[config.mk]
export PLATFORM = sky130hd
export DESIGN_NAME = radiosonde_level_group_decoder_core
export DESIGN_NICKNAME = d
export VERILOG_FILES = /design/src/hdl/rlgd_pkg.sv /design/src/hdl/rlgd_front.sv /design/src/hdl/rlgd_queue.sv /design/src/hdl/rlgd_back.sv /design/src/hdl/radiosonde_level_group_decoder_core.sv
export SDC_FILE = /design/constraint.sdc
export NUM_CORES = 1
export LEC_CHECK = 0
export BUFFER_PORTS_ARGS = -buffer_cell sky130_fd_sc_hd__buf_2
export CORE_MARGIN = 2
export CORE_UTILIZATION = 43
export DETAILED_ROUTE_END_ITERATION = 12
export GPL_ROUTABILITY_DRIVEN = 1
export HOLD_SLACK_MARGIN = 0.03
export PLACE_DENSITY_LB_ADDON = 0.2
export SLEW_MARGIN = 30
export SYNTH_ARGS = -nofsm -noshare
export SYNTH_HDL_FRONTEND = slang
export SYNTH_SLANG_ARGS = --single-unit
[constraint.sdc]
create_clock -name clk -period 9 [get_ports clk]
set_clock_uncertainty 0.05 [all_clocks]
set_input_delay 0.45 -clock clk [delete_from_list [all_inputs] [get_ports clk]]
set_output_delay 0.45 -clock clk [all_outputs]
set_load 0.005 [all_outputs]
[src/hdl/rlgd_pkg.sv]
// Shared types and codes for the radiosonde level group decoder.
package rlgd_pkg;

  // Default depth of the queue between the token front end and the back end
  localparam int QUEUE_DEPTH_DEF = 4;

  // Width of the value carried by a queued operation (largest is the station number)
  localparam int VAL_W = 17;
  localparam int SPD_W = 7;

  // Operations the front end hands to the back end
  localparam logic [1:0] OP_STATION = 2'd0;
  localparam logic [1:0] OP_LEVEL   = 2'd1;
  localparam logic [1:0] OP_TEMP    = 2'd2;
  localparam logic [1:0] OP_WIND    = 2'd3;

  // One queued operation
  //   OP_STATION: val = station number
  //   OP_LEVEL:   val = level height in metres
  //   OP_TEMP:    val = raw three digit temperature group value
  //   OP_WIND:    val = wind direction ddd, spd = wind speed ff
  typedef struct packed {
    logic [1:0]       kind;
    logic [VAL_W-1:0] val;
    logic [SPD_W-1:0] spd;
  } rlgd_op_t;

endpackage

[src/hdl/rlgd_front.sv]
// Token front end: message position tracking, digit decode and op generation.
module rlgd_front (
  input  logic               clk,
  input  logic               rst_n,
  input  logic               tok_valid,
  output logic               tok_ready,
  input  logic [1:0]         header_kind,
  input  logic [19:0]        chars,        // char_one in [3:0] up to char_five in [19:16]
  input  logic [2:0]         token_length,
  input  logic               has_double_slash,
  input  logic               last_in_message,
  input  logic               q_full,
  output logic               push,
  output rlgd_pkg::rlgd_op_t op
);
  import rlgd_pkg::*;

  // Position within the message
  localparam logic [1:0] POS_HEADER  = 2'd0;
  localparam logic [1:0] POS_SKIP    = 2'd1;
  localparam logic [1:0] POS_STATION = 2'd2;
  localparam logic [1:0] POS_GROUPS  = 2'd3;

  // Group within a triplet
  localparam logic [1:0] SLOT_LEVEL = 2'd0;
  localparam logic [1:0] SLOT_TEMP  = 2'd1;
  localparam logic [1:0] SLOT_WIND  = 2'd2;

  // Header kinds / message modes
  localparam logic [1:0] KIND_TTAA  = 2'd0;
  localparam logic [1:0] KIND_OTHER = 2'd3;

  // Standard level codes
  localparam logic [6:0] LC_SURFACE = 7'd0;
  localparam logic [6:0] LC_925     = 7'd92;
  localparam logic [6:0] LC_850     = 7'd85;
  localparam logic [6:0] LC_700     = 7'd70;
  localparam logic [6:0] LC_500     = 7'd50;
  localparam logic [6:0] LC_400     = 7'd40;
  localparam logic [6:0] LC_300     = 7'd30;
  localparam logic [6:0] LC_250     = 7'd25;
  localparam logic [6:0] LC_200     = 7'd20;
  localparam logic [6:0] LC_150     = 7'd15;
  localparam logic [6:0] LC_100     = 7'd10;

  // Decimal value of characters first..first+count-1 within the token length;
  // zero if any of them is not a digit or none lies within the token
  function automatic logic [VAL_W-1:0] read_num(input logic [19:0] c, input int first,
                                                input int count, input logic [2:0] len);
    logic [VAL_W-1:0] v;
    logic             bad;
    logic [3:0]       ch;
    v   = '0;
    bad = 1'b0;
    for (int i = 0; i < 5; i++) begin
      ch = c[4*i +: 4];
      if (i >= first && i < first + count && i < int'(len)) begin
        if (ch > 4'd9) begin
          bad = 1'b1;
        end else begin
          v = VAL_W'(v * VAL_W'(10) + VAL_W'(ch));
        end
      end
    end
    return bad ? '0 : v;
  endfunction

  logic [1:0]       pos_r, pos_nxt;
  logic [1:0]       slot_r, slot_nxt;
  logic [1:0]       mode_r, mode_nxt;
  logic             usable_r, usable_nxt;

  logic             fire;
  logic             full_len;
  logic [VAL_W-1:0] station;
  logic [6:0]       code;
  logic [9:0]       hgt;
  logic [9:0]       three_dig;
  logic [SPD_W-1:0] spd;
  logic [14:0]      hgt_x10;
  logic [14:0]      metres;
  logic             lvl;
  logic             wind_ok;

  assign tok_ready = !q_full;
  assign fire      = tok_valid && tok_ready;
  assign full_len  = (token_length >= 3'd5);

  // Field decode and height table
  always_comb begin
    station   = read_num(chars, 0, 5, token_length);
    code      = 7'(read_num(chars, 0, 2, token_length));
    hgt       = 10'(read_num(chars, 2, 3, token_length));
    three_dig = 10'(read_num(chars, 0, 3, token_length));
    spd       = SPD_W'(read_num(chars, 3, 2, token_length));
    hgt_x10   = 15'({hgt, 3'b000}) + 15'({hgt, 1'b0});
    lvl       = 1'b1;
    metres    = '0;
    case (code)
      LC_SURFACE, LC_925: metres = 15'(hgt);
      LC_850: metres = 15'(hgt) + 15'd1000;
      LC_700: metres = 15'(hgt) + 15'd3000;
      LC_500, LC_400, LC_300: metres = hgt_x10;
      LC_250, LC_200, LC_150, LC_100: metres = hgt_x10 + 15'd10000;
      default: lvl = 1'b0;
    endcase
  end

  assign wind_ok = (mode_r == KIND_TTAA) && usable_r && full_len && !has_double_slash;

  // Message sequencing and op generation
  always_comb begin
    pos_nxt    = pos_r;
    slot_nxt   = slot_r;
    mode_nxt   = mode_r;
    usable_nxt = usable_r;
    push       = 1'b0;
    op.kind    = OP_STATION;
    op.val     = station;
    op.spd     = spd;
    if (fire) begin
      case (pos_r)
        POS_HEADER: begin
          if (header_kind != KIND_OTHER) begin
            mode_nxt = header_kind;
          end
          pos_nxt = POS_SKIP;
        end
        POS_SKIP: begin
          pos_nxt = POS_STATION;
        end
        POS_STATION: begin
          push     = 1'b1;
          pos_nxt  = POS_GROUPS;
          slot_nxt = SLOT_LEVEL;
        end
        default: begin
          case (slot_r)
            SLOT_LEVEL: begin
              usable_nxt = lvl && full_len;
              push       = lvl;
              op.kind    = OP_LEVEL;
              op.val     = VAL_W'(metres);
              slot_nxt   = SLOT_TEMP;
            end
            SLOT_TEMP: begin
              if (!full_len) begin
                usable_nxt = 1'b0;
              end
              push     = 1'b1;
              op.kind  = OP_TEMP;
              op.val   = VAL_W'(three_dig);
              slot_nxt = SLOT_WIND;
            end
            default: begin
              push       = wind_ok;
              op.kind    = OP_WIND;
              op.val     = VAL_W'(three_dig);
              usable_nxt = 1'b0;
              slot_nxt   = SLOT_LEVEL;
            end
          endcase
        end
      endcase
      if (last_in_message) begin
        pos_nxt  = POS_HEADER;
        slot_nxt = SLOT_LEVEL;
      end
    end
  end

  always_ff @(posedge clk) begin
    if (!rst_n) begin
      pos_r    <= POS_HEADER;
      slot_r   <= SLOT_LEVEL;
      mode_r   <= KIND_OTHER;
      usable_r <= 1'b0;
    end else begin
      pos_r    <= pos_nxt;
      slot_r   <= slot_nxt;
      mode_r   <= mode_nxt;
      usable_r <= usable_nxt;
    end
  end

endmodule

[src/hdl/rlgd_queue.sv]
// Small FIFO of decoded ops between the front end and the back end.
module rlgd_queue #(
  parameter int DEPTH = rlgd_pkg::QUEUE_DEPTH_DEF
) (
  input  logic               clk,
  input  logic               rst_n,
  input  logic               push,
  input  rlgd_pkg::rlgd_op_t wr_op,
  input  logic               pop,
  output rlgd_pkg::rlgd_op_t rd_op,
  output logic               not_empty,
  output logic               full
);
  import rlgd_pkg::*;

  localparam int PTR_W = (DEPTH > 1) ? $clog2(DEPTH) : 1;
  localparam int CNT_W = $clog2(DEPTH + 1);

  rlgd_op_t         slots [DEPTH];
  logic [PTR_W-1:0] wr_ptr_r, rd_ptr_r;
  logic [CNT_W-1:0] count_r, count_nxt;

  function automatic logic [PTR_W-1:0] ptr_inc(input logic [PTR_W-1:0] p);
    return (p == PTR_W'(DEPTH - 1)) ? '0 : PTR_W'(p + 1'b1);
  endfunction

  assign rd_op     = slots[rd_ptr_r];
  assign not_empty = (count_r != '0);
  assign full      = (count_r == CNT_W'(DEPTH));

  // Occupancy
  always_comb begin
    case ({push, pop})
      2'b10:   count_nxt = CNT_W'(count_r + 1'b1);
      2'b01:   count_nxt = CNT_W'(count_r - 1'b1);
      default: count_nxt = count_r;
    endcase
  end

  always_ff @(posedge clk) begin
    if (push) begin
      slots[wr_ptr_r] <= wr_op;
    end
  end

  always_ff @(posedge clk) begin
    if (!rst_n) begin
      wr_ptr_r <= '0;
      rd_ptr_r <= '0;
      count_r  <= '0;
    end else begin
      if (push) begin
        wr_ptr_r <= ptr_inc(wr_ptr_r);
      end
      if (pop) begin
        rd_ptr_r <= ptr_inc(rd_ptr_r);
      end
      count_r <= count_nxt;
    end
  end

endmodule

[src/hdl/rlgd_back.sv]
// Back end: unit conversion pipeline, held message values and result register.
module rlgd_back (
  input  logic               clk,
  input  logic               rst_n,
  input  logic               q_valid,
  input  rlgd_pkg::rlgd_op_t q_op,
  output logic               pop,
  output logic               out_valid,
  input  logic               out_ready,
  output logic [63:0]        out_data
);
  import rlgd_pkg::*;

  // ceil(2^34 / 12500): feet/1000 = floor((41*m + 6250) / 12500), exact for m < 20000
  localparam logic [20:0] RECIP     = 21'd1374390;
  localparam int          RECIP_SHR = 34;

  logic             en;

  logic             a_valid_r;
  rlgd_op_t         a_op_r;

  logic             b_valid_r;
  rlgd_op_t         b_op_r;
  logic [19:0]      b_prod_r;
  logic [19:0]      b_prod_nxt;

  logic             c_valid_r;
  logic [1:0]       c_kind_r;
  logic [16:0]      c_val_r;
  logic [7:0]       c_temp_r;
  logic [9:0]       c_dir_r;
  logic [7:0]       c_spd_r;

  logic [40:0]      lvl_prod;
  logic [6:0]       mag;
  logic [7:0]       temp_nxt;
  logic [7:0]       quot5;
  logic [9:0]       five_q;
  logic [9:0]       rem5;
  logic             hundred;
  logic [9:0]       dir_nxt;
  logic [7:0]       spd_nxt;
  logic [16:0]      c_val_nxt;

  logic [16:0]      station_r;
  logic [16:0]      alt_r;
  logic [7:0]       temp_r;

  logic             out_valid_r;
  logic [63:0]      out_data_r;

  // Whole pipe moves when the result register can take a word
  assign en        = !out_valid_r || out_ready;
  assign pop       = en && q_valid;
  assign out_valid = out_valid_r;
  assign out_data  = out_data_r;

  // Stage A to B: constant multiply (41m + 6250 for heights, x205 for /10 and /5)
  always_comb begin
    if (a_op_r.kind == OP_LEVEL) begin
      b_prod_nxt = 20'(a_op_r.val[14:0]) * 20'd41 + 20'd6250;
    end else begin
      b_prod_nxt = 20'(a_op_r.val[9:0]) * 20'd205;
    end
  end

  // Stage B to C: reciprocal multiply, temperature sign, hundred-knot correction
  always_comb begin
    lvl_prod = 41'(b_prod_r) * 41'(RECIP);
    mag      = b_prod_r[17:11];
    temp_nxt = b_op_r.val[0] ? 8'(8'd0 - {1'b0, mag}) : {1'b0, mag};
    quot5    = b_prod_r[17:10];
    five_q   = 10'({quot5, 2'b00}) + 10'(quot5);
    rem5     = b_op_r.val[9:0] - five_q;
    hundred  = (rem5 == 10'd1);
    dir_nxt  = hundred ? 10'(b_op_r.val[9:0] - 10'd1) : b_op_r.val[9:0];
    spd_nxt  = hundred ? 8'(8'(b_op_r.spd) + 8'd100) : 8'(b_op_r.spd);
    if (b_op_r.kind == OP_LEVEL) begin
      c_val_nxt = 17'(lvl_prod[40:RECIP_SHR]);
    end else begin
      c_val_nxt = b_op_r.val;
    end
  end

  // Pipeline payload
  always_ff @(posedge clk) begin
    if (en) begin
      a_op_r   <= q_op;
      b_op_r   <= a_op_r;
      b_prod_r <= b_prod_nxt;
      c_kind_r <= b_op_r.kind;
      c_val_r  <= c_val_nxt;
      c_temp_r <= temp_nxt;
      c_dir_r  <= dir_nxt;
      c_spd_r  <= spd_nxt;
    end
  end

  // Pipeline valids
  always_ff @(posedge clk) begin
    if (!rst_n) begin
      a_valid_r <= 1'b0;
      b_valid_r <= 1'b0;
      c_valid_r <= 1'b0;
    end else if (en) begin
      a_valid_r <= q_valid;
      b_valid_r <= a_valid_r;
      c_valid_r <= b_valid_r;
    end
  end

  // Stage C: update held values or form a result word
  always_ff @(posedge clk) begin
    if (en && c_valid_r) begin
      case (c_kind_r)
        OP_STATION: station_r <= c_val_r;
        OP_LEVEL:   alt_r     <= 17'(c_val_r[6:0]) * 17'd1000;
        OP_TEMP:    temp_r    <= c_temp_r;
        default: begin
          out_data_r <= {4'b0000, temp_r, c_spd_r, c_dir_r, alt_r, station_r};
        end
      endcase
    end
  end

  always_ff @(posedge clk) begin
    if (!rst_n) begin
      out_valid_r <= 1'b0;
    end else if (en && c_valid_r && c_kind_r == OP_WIND) begin
      out_valid_r <= 1'b1;
    end else if (out_ready) begin
      out_valid_r <= 1'b0;
    end
  end

endmodule

[src/hdl/radiosonde_level_group_decoder_core.sv]
// Top level of the radiosonde TTAA level group decoder.
//
// Input channel (in_*): one message token per word. in_tuser carries the
// header kind, in_tdata the five character digit codes, the token length and
// the double-slash flag; in_tlast marks the final token of a message.
// Output channel (out_*): one word per usable TTAA level triplet, carrying
// station number, altitude in feet (rounded to thousands), wind direction,
// wind speed and temperature.
// Throughput: one token per cycle while the op queue has room. The front end
// updates message position in the accept cycle and queues an op; the back
// end runs a three stage constant multiply pipeline (height to feet), stages
// A, B and C, before the result register that drives out_tvalid.
// Reset clears message position, triplet slot, the queue and the pipeline,
// and leaves no message mode selected.
// When the receiver stalls, the result word holds, the back end pipeline
// freezes, and tokens keep entering until the op queue (QUEUE_DEPTH words)
// is full; in_tready then drops until the receiver takes the word.
module radiosonde_level_group_decoder_core #(
  parameter int QUEUE_DEPTH = rlgd_pkg::QUEUE_DEPTH_DEF
) (
  input  logic        clk,
  input  logic        rst_n,
  input  logic        in_tvalid,
  output logic        in_tready,
  // [3:0] char_one, [7:4] char_two, [11:8] char_three, [15:12] char_four,
  // [19:16] char_five, [22:20] token_length, [23] has_double_slash
  input  logic [23:0] in_tdata,
  // [1:0] header_kind
  input  logic [1:0]  in_tuser,
  input  logic        in_tlast,
  output logic        out_tvalid,
  input  logic        out_tready,
  // [16:0] station_id, [33:17] altitude_ft, [43:34] wind_direction,
  // [51:44] wind_speed, [59:52] temperature, [63:60] zero
  output logic [63:0] out_tdata
);
  import rlgd_pkg::*;

  logic     push;
  rlgd_op_t push_op;
  logic     pop;
  rlgd_op_t head_op;
  logic     q_not_empty;
  logic     q_full;

  rlgd_front u_front (
    .clk              (clk),
    .rst_n            (rst_n),
    .tok_valid        (in_tvalid),
    .tok_ready        (in_tready),
    .header_kind      (in_tuser),
    .chars            (in_tdata[19:0]),
    .token_length     (in_tdata[22:20]),
    .has_double_slash (in_tdata[23]),
    .last_in_message  (in_tlast),
    .q_full           (q_full),
    .push             (push),
    .op               (push_op)
  );

  rlgd_queue #(
    .DEPTH (QUEUE_DEPTH)
  ) u_queue (
    .clk       (clk),
    .rst_n     (rst_n),
    .push      (push),
    .wr_op     (push_op),
    .pop       (pop),
    .rd_op     (head_op),
    .not_empty (q_not_empty),
    .full      (q_full)
  );

  rlgd_back u_back (
    .clk       (clk),
    .rst_n     (rst_n),
    .q_valid   (q_not_empty),
    .q_op      (head_op),
    .pop       (pop),
    .out_valid (out_tvalid),
    .out_ready (out_tready),
    .out_data  (out_tdata)
  );

endmodule
Word-level counts from Yosys, hierarchy flattened
Memory sizes are Yosys's and may differ from the RTL's. A register that Yosys moved wholly into a read port is not among the register bits.
Index checks and enable logic that the tools add are counted.

operators by class
  $add $sub $neg = 21
  $mul = 11
  $lt $le $gt $ge = 11
  eq/ne operators = 27
  mux-type cells = 72
  bitwise logic cells = 2
  reduce and logical (&&, ||, !) cells = 36

operators with widths
  kind                                                  count
  two-way mux 17 bit                                    12
  adder 17 x 4 -> 17 bit                                5
  multiplier 17 x 3 -> 16 bit, second input constant    5
  case mux 15 bit (5 select lines)                      1
  two-way mux 10 bit                                    5
  two-way mux 7 bit                                     7
  multiplier 20 x 20 -> 40 bit, second input constant   1
  two-way mux 19 bit                                    2
  case mux 19 bit (2 select lines)                      1
  two-way mux 1 bit                                     27
  equality test 7 x 5 -> 1 bit, second input constant   3
  equality test 7 bit, second input constant            3
  adder 20 x 13 -> 20 bit, second input constant        1
  greater-than comparator 4 bit, second input constant  5
  multiplier 15 x 6 -> 20 bit, second input constant    1
  two-way mux 4 bit                                     5
  multiplier 10 x 8 -> 18 bit, second input constant    1
  two-way mux 18 bit                                    1
  multiplier 17 x 3 -> 9 bit, second input constant     1
  adder 15 x 14 -> 15 bit, second input constant        1
  adder 13 x 11 -> 14 bit                               1
  equality test 7 x 4 -> 1 bit, second input constant   2
  equality test 7 x 6 -> 1 bit, second input constant   2
  multiplier 7 x 7 -> 14 bit, second input constant     1
  other kinds (43)                                      86

storage, ports and cells
  bits in registers = 205
  bits in writable memories = 104
  output and inout bits = 66
  word-level logic and storage cells = 209
  memories kept = 1

memories
  memory         depth  bits a word  read ports  clocked after Yosys merged registers in  wr ports  RTL line          source
  u_queue.slots  4      26           1           1                                        1         rlgd_queue.sv:19  rlgd_op_t slots [DEPTH];

Depth between registers and ports, before layout
Gate-level depths: netlist of run 1.

  word-level depth = 22
  mapped depth = 41
  gate-level depth less buffers = 40

Hierarchy
From an unflattened synthesis of run 1, not the netlist that was laid out.

second synthesis, totals
  cells, all modules = 2801
  area total of the unflattened synthesis = 31171.1 um2

modules (own cells, without submodules)
  module      instances  cells an instance  area each (um2)  seq. area each (um2)
  rlgd_back   1          1651               19904.1          6446.2
  rlgd_front  1          967                7004.2           140.1
  rlgd_queue  1          183                4262.8           3303.2

Least setup slack after synthesis of run 1
OpenSTA, ideal clock, no wires.

  path kind = in2reg
  start point = in in_tdata[21]
  end point = mem u_queue.slots[0][23] in the netlist's numbering (data pin)
  arrival time = 8.278 ns
  required time = 8.731 ns
  path slack = 0.453 ns
  stages = 35
  cell sequence = clkbuf_8 nor3_1 nor3b_1 ha_1 ha_1 a21oi_1 xnor2_1 nand2_1 inv_1 ha_1 fa_1 xor2_1 nand2_1 nor2_1 xnor2_1 nor2_1 a21oi_1 inv_1 ha_1 ha_1 and2_1 a211oi_1 xor2_1 o21ai_0 ha_1 ha_1 o21a_1 o31ai_1 o311ai_0 or3b_2 nor3_1 nand2_1 nor3_1 xnor2_1 o31ai_1

RTL lines
  element      RTL line                                   source
  from (decl)  radiosonde_level_group_decoder_core.sv:27  input logic [23:0] in_tdata,
  to (decl)    rlgd_queue.sv:19

==> results of run 1 <==
-- cells in the final DEF, fill, tap and decap left out, types with 23 or more instances in the layout --
cell       synthesis  routed
a21o_1            36      36
a21oi_1          103     101
and2_1            25      25
buf_2              3      89
buf_4              7      62
clkbuf_16          0      38
edfxtp_1         316     316
fa_1             233     233
ha_1             517     517
inv_1            487     487
mux4_2            26      26
nand2_1          109     108
nand3_1           32      32
nor2_1           128     127
nor2b_1           29      25
nor3_1            43      41
o21a_1            23      23
o21ai_0          104     102
xnor2_1          115     115
xor2_1            64      64
-- state kept, by name, indices dropped and copies added, names as in the netlist, 10 cells and up --
| signal | flops |
|---|---|
| u_queue.slots | 104 |
| u_back.out_data | 57 |
| u_back.alt_r | 14 |
| u_back.station_r | 17 |
| u_back.a_op_r | 26 |
| u_back.c_dir_r | 10 |
| u_back.c_val_r | 17 |
| u_back.b_op_r | 25 |
| u_back.b_prod_r | 20 |
-- cell type report --
cell class,instances,area (um^2),share of cell area
clock buffers,41,962,0.0286
clock inverters,26,275,0.00819
inverters,488,1830,0.0545
multi-input cells,1857,18600,0.553
flip-flops and latches,334,9850,0.293
well taps,940,1180,0.0350
repair buffers,151,911,0.0271
-- worst max-delay path: cells and delay by family --
family / cells / cell delay, ns
buffers and inverters: 2 / 0.27
and+or+nand+nor: 12 / 2.49
adders and majority gates: 8 / 2.58
xor gates and xnor gates: 7 / 1.29
AOI/OAI and AO/OA: 6 / 1.48
-- through the flow --
step / util / worst slack, ns
floorplan: - / 0.453
global placement: 0.462 / 0.163
detailed placement: 0.462 / 0.0189
CTS: 0.480 / 0.577
global route: 0.480 / 0.0327
finish: 0.480 / 0.701
-- how the worst max path moves through the flow --
stage	to	cells after the start	start	slack (ns)
floorplan	u_queue.slots[0][23]$_DFFE_PP_	35	in_tdata[21]	0.45
global placement	u_queue.slots[0][23]$_DFFE_PP_	37	in_tdata[22]	0.16
detailed placement	u_queue.slots[0][23]$_DFFE_PP_	37	in_tdata[21]	0.02
CTS	u_queue.slots[2][23]$_DFFE_PP_	37	in_tdata[21]	0.58
global route	u_queue.slots[2][23]$_DFFE_PP_	40	in_tdata[21]	0.03
finish	u_queue.slots[2][23]$_DFFE_PP_	35	in_tdata[22]	0.70
-- logic make-up after synthesis --
kind of cell	share of synthesized area
fa+ha+maj	0.366
buf+inv	0.0678
compound gates	0.0901
simple gates	0.0749
other cells	0.000123
mux	0.0246
xor+xnor	0.0523
flops	0.324
-- routing by layer --
metal	GRT usage	share of wire	vias up
met3	0.0199	0.027	101
met4	0.0509	0.028	0
li1	-	-	9651
met1	0.226	0.43	9659
met2	0.342	0.52	282
met5	0	0	-
==> out/metrics.cfg, run 1 <==
[logic_synthesis]
yosysTopAreaCell=edfxtp_1
synth_cell_types=89
post-synth-top-area-fraction=0.312
netlist_instances=2714
ys_seq_elements=334
synth_most_common_cell=ha_1
synth_edf_count=316
ys_seq_area_frac=0.324
synth_top_flop_cell=edfxtp_1
syn_area_um2=30400
synth.area.top_cells=edfxtp_1 (31%), ha_1 (21%), fa_1 (15%)
yosysWarnings=0
syn_avg_cell_area_um2=11.2
synth-async-reset-ratio=0
synthTopCellsByCount=ha_1 (517), inv_1 (487), edfxtp_1 (316), fa_1 (233), nor2_1 (128)

[critical_path]
regToRegEndpoint=u_back.c_val_r[6]$_DFFE_PN_
crit_required_ns=9.28
reg2reg_setup_slack_ns=1.16
ff2ff_path_depth=23
crit_path_max_incr_delay_ns=0.47
path_class=in2reg
end_kind=flop
crit_path_frequent_cell=ha_1
start_kind=primary input
cp_max_fo=6
critPathSlowestCell=fa_1
critPathArrivalTime_ns=8.58
reg2reg_from=u_back.b_prod_r[14]$_DFFE_PN_

[final_layout]
drive_above_1_share=0.0987
syn_to_final_growth_pct=10.6
nNetsFinal=3651
instances_no_fill=3837
stdcell_area_um2=33600
antennaDiodeCount=0
fillerInstances=6409

[grt]
grt_pass1_wl_mm=108
antenna_found_initial=0
first_global_vias=20948
gr-usage-all-layers=0.185
overflow=0
grt_max_degree=62

[die]
rows=97
dieWidth_um=270
core-area_um2=70000
fp.dieH_um=270
io_pins=97
start_util=0.434
dieArea_um2=72900

[detailed_routing]
drcViolationCount=0
viasPerCell=5.13
initialDrtViolationCount=822
vias=19693
routedWlPerCell_um=17.1
drt_wl_total_mm=65.5
first_pass_iters=5
ant_nets=0

[worst_hold_path]
hold_end=u_front.mode_r[0]$_SDFFE_PN1P_
hold_start=in_tuser[0]
min_path_type=in2reg
holdPathStages=3

[timing]
timing.setup.tns_ns=0
final-hold-violation-count=0
min_period_over_period=0.922
worst_hold_slack_ns=0.159
fmax_mhz=121
tightest_slew_ns=1.02
relSlewSlack=0.319
setup_viol=0
period_needed_ns=8.30
rsz0062_at_grt=false
slew_viol_final=0

[clock_network]
cts_root_buffer=clkbuf_16
cts_hold_buf=0
clk_pin_slew_ns=0.06
clkLatencyLatePin_ns=0.56
post_cts_buffers=0
cts_resized=0
clkSinkCount=334
cts_max_level=2
cts_tree=yes
cts_buffers=38
cts_buffer_depth=3

[job]
cap_violations=0

[placed_design]
placed_area_um2=32400
dp.cells=3770
dp_hpwl_mm=52.7
numPortBuffers=89
globalplace.congestion=0.881

[outcome]
status=finished clean

Power of run 1 is not shown: default switching activity piles up to over one toggle a cycle in this logic, so the estimate is an artifact.
==> run 2, diff against run 1 <==
clock period = 8.39 ns   (was 9 ns; I/O delays follow)
==> run 2 against run 1 <==
  * Setup slack worse by 0.19 ns
  * Utilization is 1.5 points higher
  * First-iteration DRC count increased by 7.3%
  * Via count is 2.2% higher
  * Design area increased by 3.0%
  * Routed wire length grew 2.5%
  * Global-route usage grew 0.36 points
  * Critical path depth grew 5
  * Register-to-register slack got worse by 0.42 ns
  * Sequential cell count is the same
  * Die area unchanged
  * Final cell count up 2.7%
==> out/metrics.cfg, run 2 (synthesis results as in run 1) <==
[critical_path]
crit_required_ns=8.66  ; -0.62 ns
regToRegEndpoint=u_back.c_val_r[6]$_DFFE_PN_
end_kind=flop
cp_max_fo=4  ; -2
start_kind=primary input
ff2ff_path_depth=22  ; -4.3%
crit_path_max_incr_delay_ns=0.40  ; -0.07 ns
reg2reg_from=u_back.b_prod_r[5]$_DFFE_PN_
reg2reg_setup_slack_ns=0.74  ; -0.42 ns
path_class=in2reg
critPathSlowestCell=fa_1
critPathArrivalTime_ns=8.15  ; -0.43 ns
crit_path_frequent_cell=ha_1

[grt]
first_global_vias=21437  ; +2.3%
antenna_found_initial=0  ; unchanged
grt_max_degree=65  ; +4.8%
overflow=0  ; unchanged
grt_pass1_wl_mm=110  ; +1.8%
gr-usage-all-layers=0.188  ; +0.00365

[job]
cap_violations=0  ; unchanged

[timing]
final-hold-violation-count=0  ; unchanged
slew_viol_final=0  ; unchanged
relSlewSlack=0.295  ; -0.0235
min_period_over_period=0.939
period_needed_ns=7.88
fmax_mhz=127
timing.setup.tns_ns=0  ; unchanged
setup_viol=0  ; unchanged
tightest_slew_ns=1.05  ; +0.0297 ns
worst_hold_slack_ns=0.124  ; -0.0347 ns
finalWorstSetupSlack_ns=0.513  ; -0.189 ns

[outcome]
status=finished clean

[clock_network]
clkSinkCount=334  ; unchanged
cts_buffer_depth=3  ; unchanged
cts_root_buffer=clkbuf_16
cts_max_level=2  ; unchanged
cts_tree=yes
clkLatencyLatePin_ns=0.55  ; about the same
cts_buffers=36  ; -5.3%
clk_pin_slew_ns=0.06  ; about the same

[final_layout]
mostFrequentLayoutCells=ha_1 (513), inv_1 (487), edfxtp_1 (316)
final_common_cell=ha_1
drive_above_1_share=0.139  ; +0.0405
largest-register=u_queue.slots
nNetsFinal=3756  ; +2.9%
stdcell_area_um2=34600  ; +3.0%
antennaDiodeCount=0  ; unchanged
syn_to_final_growth_pct=13.9
largest_reg_flops=104  ; unchanged

[placed_design]
dp_slack_ns=-0.369  ; -0.388 ns
numPortBuffers=89  ; unchanged
dp_hpwl_mm=54.9  ; +4.2%
globalplace.congestion=0.887  ; +0.61%
placed_area_um2=33200  ; +2.5%

[detailed_routing]
drcViolationCount=0  ; unchanged
routedWlPerCell_um=17.0  ; -0.23%
first_pass_iters=5  ; unchanged
initialDrtViolationCount=882  ; +7.3%
ant_nets=0  ; unchanged
vias=20125  ; +2.2%
drt_wl_total_mm=67.2  ; +2.5%
viasPerCell=5.11  ; -0.53%

[worst_hold_path]
min_path_type=in2reg
hold_end=u_front.mode_r[0]$_SDFFE_PN1P_
hold_start=in_tuser[0]
holdPathStages=3  ; unchanged

[die]
core-area_um2=70000  ; unchanged
rows=97  ; unchanged
dieArea_um2=72900  ; unchanged
dieWidth_um=270  ; unchanged
io_pins=97  ; unchanged
start_util=0.434  ; unchanged
fp.dieH_um=270  ; unchanged

-- run 2: how the worst max path moves through the flow --
stage,endpoint,from
after detailed placement,u_queue.slots[0][21]$_DFFE_PP_,in_tdata[22]
after CTS,u_queue.slots[2][21]$_DFFE_PP_,in_tdata[22]
after floorplan,u_queue.slots[0][23]$_DFFE_PP_,in_tdata[21]
after global routing,u_queue.slots[2][23]$_DFFE_PP_,in_tdata[22]
final,u_queue.slots[2][23]$_DFFE_PP_,in_tdata[22]
after global placement,u_queue.slots[0][23]$_DFFE_PP_,in_tdata[22]
-- run 2: worst max-delay path: cells and delay by family --
kind / cells / cell delay [ns]
multiplexers: 2 / 0.40
buffers and inverters: 6 / 0.73
adder cells (fa/ha/maj): 9 / 2.73
AO/OA/AOI/OAI: 7 / 1.49
AND/OR/NAND/NOR: 8 / 1.04
XOR/XNOR: 8 / 1.32
-- run 2: metal layers --
layer | global-route usage | vias up | share of wire
met5 | 0 | - | 0
li1 | - | 9875 | -
met2 | 0.356 | 315 | 0.53
met1 | 0.224 | 9839 | 0.42
met4 | 0.0542 | 0 | 0.026
met3 | 0.0198 | 96 | 0.027
-- run 2: final cells by class --
cell class              instances  area, um^2
flip-flops and latches        334        9850
well taps                     940        1180
inverters                     488        1830
fillers                      6317       35400
repair buffers                258        1710
clock inverters                21         324
clock buffers                  44         952
multi-input cells            1857       18800
-- run 2: through the flow --
stage | util | cells
floorplan | - | 2723
global placement | 0.474 | 3876
detailed placement | 0.474 | 3876
CTS | 0.492 | 3941
global route | 0.495 | 3942
finish | 0.495 | 3942
-- run 2: what timing repair did --
item | CTS | global route
endpoints found under the setup margin | 0 | 32
buffers inserted | 0 | 1
hold buffers | 0 | 0
gates resized for setup | 0 | 40
Power of run 2 is left out for the same reason.
==> run 3, diff against run 2 <==
BUFFER_PORTS_ARGS = -buffer_cell sky130_fd_sc_hd__buf_4   (was -buffer_cell sky130_fd_sc_hd__buf_2)
==> run 3 against run 2 <==
  * Sequential cell count is the same
  * Critical path depth shrank 1
  * Highest routed layer unchanged
  * First-iteration DRC count shrank 7.9%
  * Via count is essentially flat
  * Largest cell class unchanged
  * Routed wire length shrank 0.98%
==> out/metrics.cfg, run 3 (synthesis results as in run 1) <==
[timing]
final-hold-violation-count=0  ; unchanged
relSlewSlack=0.343  ; +0.0476
fmax_mhz=126  ; -0.76%
period_needed_ns=7.94  ; +0.0601 ns
worst_hold_slack_ns=0.118  ; -0.00648 ns
slew_viol_final=0  ; unchanged
tightest_slew_ns=0.983  ; -0.0657 ns
setup_viol=0  ; unchanged
min_period_over_period=0.946  ; +0.00716

[grt]
gr-usage-all-layers=0.186  ; -0.00229
grt_pass1_wl_mm=110  ; -0.63%
grt_max_degree=69  ; +6.2%
antenna_found_initial=0  ; unchanged
overflow=0  ; unchanged
first_global_vias=21383  ; -0.25%

[clock_network]
cts_tree=yes
clkLatencyLatePin_ns=0.55  ; about the same
clk_pin_slew_ns=0.06  ; about the same
cts_hold_buf=0  ; unchanged
cts_root_buffer=clkbuf_16
cts_max_level=2  ; unchanged
cts_buffers=37  ; +2.8%
clkSinkCount=334  ; unchanged
cts_buffer_depth=3  ; unchanged

[final_layout]
syn_to_final_growth_pct=14.3
drive_above_1_share=0.136  ; -0.00333
final_common_cell=ha_1
largest_reg_flops=104  ; unchanged
stdcell_area_um2=34700  ; +0.33%
antennaDiodeCount=0  ; unchanged
largest-register=u_queue.slots
fillerInstances=6356  ; +0.62%
nNetsFinal=3754  ; -0.053%
mostFrequentLayoutCells=ha_1 (516), inv_1 (487), edfxtp_1 (316)

[critical_path]
critPathArrivalTime_ns=8.22  ; +0.07 ns
start_kind=primary input
crit_path_max_incr_delay_ns=0.43  ; +0.03 ns
cp_max_fo=5  ; +1
crit_required_ns=8.68  ; +0.02 ns
critPathSlowestCell=or3_4
path_class=in2reg
crit_family=adder cells
end_kind=flop
cp_num_buf_inv=5  ; -1

[die]
rows=97  ; unchanged
fp.dieH_um=270  ; unchanged
start_util=0.434  ; unchanged
dieArea_um2=72900  ; unchanged
core-area_um2=70000  ; unchanged
io_pins=97  ; unchanged
dieWidth_um=270  ; unchanged

[detailed_routing]
first_pass_iters=5  ; unchanged
initialDrtViolationCount=812  ; -7.9%
routedWlPerCell_um=16.9  ; -0.98%
viasPerCell=5.10  ; about the same
drt_wl_total_mm=66.5  ; -0.98%
ant_nets=0  ; unchanged
drcViolationCount=0  ; unchanged
vias=20105  ; -0.099%

[worst_hold_path]
min_path_type=in2reg

[job]
cap_violations=0  ; unchanged

[placed_design]
dp_hpwl_mm=54.4  ; -0.91%
numPortBuffers=89  ; unchanged
placed_area_um2=33400  ; +0.58%
globalplace.congestion=0.877  ; -1.1%

[outcome]
status=finished clean

==> run 3: changes by cell type in the layout (fill, tap and decap cells not counted), sizes merged <==
| cell | change |
|---|---|
| bufinv | -5 |
| clkinv | +5 |
| inv | +4 |
| buf | -3 |
| clkinvlp | -1 |
==> run 3: path summary, 6_finish.rpt <==
kind / end / from / slack, ns / cells after the start
max: u_queue.slots[3][23]$_DFFE_PP_ / in_tdata[22] / 0.45 / 39
min: u_front.mode_r[0]$_SDFFE_PN1P_ / rst_n / 0.12 / 2
min reg2reg: u_back.out_data[15]$_DFFE_PP_ / u_back.station_r[15]$_DFFE_PP_ / 0.36 / 0
max reg2reg: u_back.c_val_r[6]$_DFFE_PN_ / u_back.b_prod_r[3]$_DFFE_PN_ / 0.93 / 21
==> run 3: metal layers <==
metal | track usage | vias to the layer above | part of all wire
li1 | - | 9869 | -
met1 | 0.224 | 9827 | 0.42
met2 | 0.348 | 299 | 0.52
met3 | 0.0193 | 110 | 0.025
met4 | 0.0553 | 0 | 0.032
met5 | 0 | - | 0
==> run 3: area by class of cell <==
cell class                      instances  area, um^2  area share
Clock inverter                         24         249     0.00717
Tap cell                              940        1180      0.0338
Timing Repair Buffer                  255        1910      0.0551
Sequential cell                       334        9850       0.284
Clock buffer                           44         973      0.0280
Multi-Input combinational cell       1857       18800       0.540
Inverter                              488        1830      0.0527
==> run 3: through the flow <==
stage | instances | TNS (ns) | utilization | setup WS, ns
floorplan | 2723 | 0 | - | 0.0161
global placement | 3872 | -3.73 | 0.476 | -0.251
detailed placement | 3872 | -10.10 | 0.476 | -0.521
CTS | 3940 | 0 | 0.494 | 0.0314
global route | 3942 | -0.384 | 0.496 | -0.0798
finish | 3942 | 0 | 0.496 | 0.453
==> run 3: timing repair <==
action                     CTS  global route
gates resized for setup      0            33
buffers inserted             0             2
setup endpoints to repair    0            28
Power of run 3 is left out for the same reason.
